`src/trpa_ram.sv`:
```
`timescale 1ns / 1ps
`default_nettype none
module trpa_ram #(
    parameter int WIDTH = 8,
    parameter int DEPTH = 256
) (
    input  wire logic                     i_clk,
    input  wire logic                     i_we,
    input  wire logic [$clog2(DEPTH)-1:0] i_waddr,
    input  wire logic [WIDTH-1:0]         i_wdata,
    input  wire logic                     i_re,
    input  wire logic [$clog2(DEPTH)-1:0] i_raddr,
    output logic      [WIDTH-1:0]         o_rdata
);

    logic [WIDTH-1:0] r_mem [DEPTH];
    logic [WIDTH-1:0] r_rdata;

    // Read data holds until the next read
    always_ff @(posedge i_clk) begin
        if (i_we) begin
            r_mem[i_waddr] <= i_wdata;
        end
        if (i_re) begin
            r_rdata <= r_mem[i_raddr];
        end
    end

    assign o_rdata = r_rdata;

endmodule
`default_nettype wire

```
`config.mk`:
```
export PLATFORM = sky130hd
export DESIGN_NAME = trpa_ram
export DESIGN_NICKNAME = d
export VERILOG_FILES = /design/src/trpa_ram.sv
export SDC_FILE = /design/constraint.sdc
export NUM_CORES = 2
export LEC_CHECK = 0
export CAP_MARGIN = 20
export CELL_PAD_IN_SITES_DETAIL_PLACEMENT = 2
export CELL_PAD_IN_SITES_GLOBAL_PLACEMENT = 2
export CORE_MARGIN = 2
export CORE_UTILIZATION = 51
export CTS_BUF_LIST = sky130_fd_sc_hd__clkbuf_16
export CTS_CLUSTER_SIZE = 16
export DETAILED_ROUTE_END_ITERATION = 8
export DONT_BUFFER_PORTS = 1
export GPL_ROUTABILITY_DRIVEN = 0
export GPL_TIMING_DRIVEN = 0
export PLACE_DENSITY_LB_ADDON = 0.1
export SLEW_MARGIN = 20
export SYNTH_ARGS = -nofsm -noshare
export SYNTH_HDL_FRONTEND = slang
export SYNTH_SLANG_ARGS = --single-unit
```
`constraint.sdc`:
```
create_clock -name i_clk -period 3.6 [get_ports i_clk]
set_input_delay 0.9 -clock i_clk [delete_from_list [all_inputs] [get_ports i_clk]]
set_output_delay 0.9 -clock i_clk [all_outputs]
set_load 0.01 [all_outputs]
```
==> results of run 1 <==
synth_stat cells, types with 13 or more instances:
library cell / n
nor2b_1: 31
mux2i_1: 134
a221oi_1: 13
o221ai_1: 46
nand2_1: 33
clkbuf_1: 111
nor2_1: 282
a21oi_1: 96
a211oi_1: 16
nor3_1: 22
buf_8: 13
o22ai_1: 28
nor4_1: 24
a22oi_1: 133
mux4_2: 454
edfxtp_1: 2056
buf_4: 27
nand3_1: 34
buf_2: 31
buf_1: 22
buf_6: 21
per-stage QoR:
stage | setup slack, ps | hold slack, ps
2_1_floorplan | 623.9 | 864.2
3_3_place_gp | -2683 | 1013
cells by family after synthesis:
family	after synthesis	share of synthesized area, %
flops	2056	77.53
simple gates	466	2.625
mux	591	14.60
compound gates	385	3.416
buf+inv	235	1.829
==> summary.md, run 1 <==
| Metric | Value |
|---|---|
| Synth Cell Area | 79640 sq um |
| Syn avg cell area | 21.33 sq um |
| Post-synth EDFFs | 2056 |
| # IOs | 35 |
| Syn Nets | 3760 |
| Synth Warn # | 0 |
| Die Wd | 399.2 um |
| Top post-synthesis cells by area | edfxtp_1 (78%), mux4_2 (13%), mux2i_1 (1.7%) |
| FFs w/ async S/R, synth | 0% |
| IO Port Bufs | 0 |
| Sequential area share after synthesis | 77.53% |
| Yosys top cell area share | 77.53% |
| DP Wirelength | 199900 um |
| Run status | aborted with a tool error |
| Failed at | detailed placement |
| Err | [ERROR DPL-0033] detailed placement checks failed during check placement. |
| Initial Util | 51.16% |
| Top FF cell, synth | edfxtp_1 |
| Synth cell types | 54 |
| Post-synthesis register bit count | 2056 |
| Yosys top cell by area | edfxtp_1 |
| # rows | 145 |
| Chip height | 399.2 um |
| Gate Count Post-Synth | 3733 |
==> run 2, diff against run 1 <==
CELL_PAD_IN_SITES_DETAIL_PLACEMENT = not set   (was 2)
CELL_PAD_IN_SITES_GLOBAL_PLACEMENT = not set   (was 2)
CORE_UTILIZATION = 40   (was 51)
CTS_BUF_LIST = not set   (was sky130_fd_sc_hd__clkbuf_16)
CTS_CLUSTER_SIZE = not set   (was 16)
PLACE_DENSITY_LB_ADDON = 0.15   (was 0.1)
==> summary.md, run 2 <==
| Metric | Value |
|---|---|
| PnR worst setup slack | -220.3 ps |
| Combinational power share | 5.0% |
| Top post-synthesis cells by area | edfxtp_1 (78%), mux4_2 (13%), mux2i_1 (1.7%) |
| WL final | 262400 um |
| Internal | 39650 uW |
| # IOs | 35 (unchanged) |
| Routed Antenna Nets | 0 |
| Synth cell types | 54 (unchanged) |
| Synth-to-layout area growth | 14.14% |
| Global-route wire length before repair | 351400 um |
| Final Non-Filler Cells | 6796 |
| WP data required | 4140 ps |
| Deepest clock path buffer count | 3 |
| Rel. slew slack | 20.68% |
| Yosys top cell by area | edfxtp_1 |
| Critical path buffer and inverter count | 4 |
| Met3 GRT Util | 6.010% |
| Seq pwr share | 52.1% |
| Path depth of the worst reg2reg path | 6 |
| Top FF cell, synth | edfxtp_1 |
| Min Clock Period, post-route | 3820 ps |
| Pleak | 0.02785 uW |
| Total GRT Usage | 25.66% |
| Most frequent cells in the layout | edfxtp_1 (2056), mux4_2 (454), nor2_1 (269) |
| Worst-Margin Slew | 1190 ps |
| Most frequent cell after synthesis | edfxtp_1 |
| # rows | 163 (+12%) |
| Sw Share | 21.87% |
| NetSw | 11100 uW |
| Clock network power share | 42.9% |
| Storage cell area | 61740 sq um |
| Post-synthesis register bit count | 2056 (unchanged) |
| Ratio of final minimum period to clock period | 106.1% |
| Synth Warn # | 0 (unchanged) |
| CTS Buf Count | 210 |
| Max Slew Vio Count | 0 |
| Crit path depth | 9 |
| Vias per std cell | 6.062 |
| RSZ-0062 raised after global routing | false |
| Routed via count | 41200 |
| Core area | 197600 sq um |
| Clk Latency, worst-skew pair | 850 ps |
| FFs w/ async S/R, synth | 0% (unchanged) |
| Die area | 202700 sq um |
| Max IR drop VDD | 0.4191 mV |
| Clock skew | 31.26 ps |
| # clock sinks | 2056 |
| Failing checks | negative setup slack |
| CP peak stage delay | 790 ps |
| Reg2reg end | o_rdata[5] |
| Critical path class | input port to flop |
| Remaining DRCs | 0 |
| Cells after DPL | 6398 |
| PwrDens | 558.3 nW/um^2 |
| # H-tree levels | 4 |
| Most common cell after layout, fill and taps aside | edfxtp_1 |
| Setup TNS | -625.3 ps |
| CP arrival | 4360 ps |
| Crit path max-delay family | buffers and inverters |
| Layout cells sized above 1 | 24.44% |
| Sequential area share after synthesis | 77.53% (unchanged) |
| CP most frequent cell | buf_2 |
| CP startpoint kind | input port |
| Initial antenna violation count | 15 |
| DP Wirelength | 170900 um (-15%) |
| CP Cell Sequence | buf_2 > buf_4 > buf_2 > clkbuf_2 > mux4_2 > mux2i_1 > o221ai_1 > a211oi_1 > nor4_4 |
| Die Wd | 450.2 um (+13%) |
| Post-synth EDFFs | 2056 (unchanged) |
| Area occupied by multi-input gates | 16930 sq um |
| CP startpoint | i_raddr[1] |
| NumNets Final | 3997 |
| Initial Util | 40.30% (-11 points) |
| Max-cap viol count | 0 |
| Dpl ws | -1980 ps |
| Gr ovfl total | 0 |
| # fillers | 16570 |
| Fmax | 261.8 MHz |
| DR pass1 iterations | 5 |
| Crit-path slowest cell | a211oi_1 |
| Clock-pin slew on the worst setup and hold paths | 60 ps |
| Drt wl/cell | 38.62 um |
| Root Buffer | clkbuf_16 |
| Worst hold path class | input port to flop |
| Top reg by flops | r_mem |
| Run status | finished, violations left |
| Grt met1 use | 35.92% |
| Global route hottest layer | met2 |
| Worst-path maximum fanout | 10 |
| Largest net degree at the start of global routing | 257 |
| Endpoint class of the critical path | flop |
| Total power | 50750 uW |
| Min Hold Slack | 159.3 ps |
| Max reg flops | 2048 |
| Iter 0 DRT Violations | 6029 |
| Syn avg cell area | 21.33 sq um (unchanged) |
| Chip height | 450.2 um (+13%) |
| Flop2flop setup slack | 680 ps |
| Yosys top cell area share | 77.53% (unchanged) |
| CP endpoint | o_rdata[5] |
| Final setup fails | 8 |
| IO Port Bufs | 0 (unchanged) |
| Reg2Reg Launch Point | r_mem[211][5] |
| Final Hold Viols | 0 |
| Gate Count Post-Synth | 3733 (unchanged) |
| Met2 Use GR | 39.41% |
| Synth Cell Area | 79640 sq um (unchanged) |
| Post-synth top cells | edfxtp_1 (2056), mux4_2 (454), nor2_1 (282) |
| CTS tree | yes |
| Number of global-route vias before repair | 40390 |
| Syn Nets | 3760 (unchanged) |
-- run 2: cell counts after synthesis --
No cell type changed its count.
-- run 2: metal layers --
layer | vias up | part of all wire [%]
met4 | 6 | 3.7
met2 | 2057 | 46
met3 | 396 | 9.1
met5 | - | 0.013
met1 | 22500 | 41
li1 | 16230 | -
-- run 2: cell families (layout without fill, tap and decap cells) --
logic type,count (synthesis),after routing,share of synthesized area (%)
DFF,2056,2056,77.53
muxes,591,591,14.60
and+or+nand+nor,466,466,2.625
AOI/OAI and AO/OA,385,385,3.416
buffers and inverters,235,647,1.829
other,0,11,0
-- run 2: worst min path at each step --
stage | from | to | cells past startpoint
6_report | i_re | o_rdata[4] | 0
5_1_grt | i_re | o_rdata[4] | 0
4_1_cts | i_re | o_rdata[4] | 0
3_5_place_dp | i_re | o_rdata[0] | 0
3_3_place_gp | i_re | o_rdata[7] | 0
2_1_floorplan | r_mem[40][3] | o_rdata[3] | 6
-- run 2: power groups by stage --
stage | sequential (uW) | clock [uW] | combinational [uW]
2_1_floorplan | 26900 | 0 | 1280
3_3_place_gp | 26900 | 0 | 2400
3_5_place_dp | 26900 | 0 | 2450
4_1_cts | 26400 | 22000 | 2510
5_1_grt | 26400 | 22900 | 2580
6_report | 26400 | 21800 | 2550
-- run 2: timing repair --
action / in CTS / in global routing
pin swaps: 0 / 1
hold buffers: 0 / 0
endpoints found under the setup margin: 8 / 8
setup buffers: 0 / 1
resized for setup: 81 / 29
-- run 2: final cells by class --
type | count | area share (%)
inverter | 2 | 0.008259
clock buffer | 259 | 6.030
multi-input combinational | 1442 | 18.62
antenna | 11 | 0.03028
clock inverter | 128 | 1.433
tap | 2640 | 3.634
sequential | 2056 | 67.92
buffer | 232 | 1.737
timing repair buffer | 26 | 0.5850
-- run 2: through the flow --
| step | cell area [sq um] | util (%) |
|---|---|---|
| after CTS | 90730 | 45.91 |
| final | 90900 | 46.00 |
| after global placement | 82940 | 41.97 |
| after global routing | 90870 | 45.98 |
| after floorplan | 79640 | - |
| after detailed placement | 83610 | 42.31 |
Power figures use the tool's default switching activity.
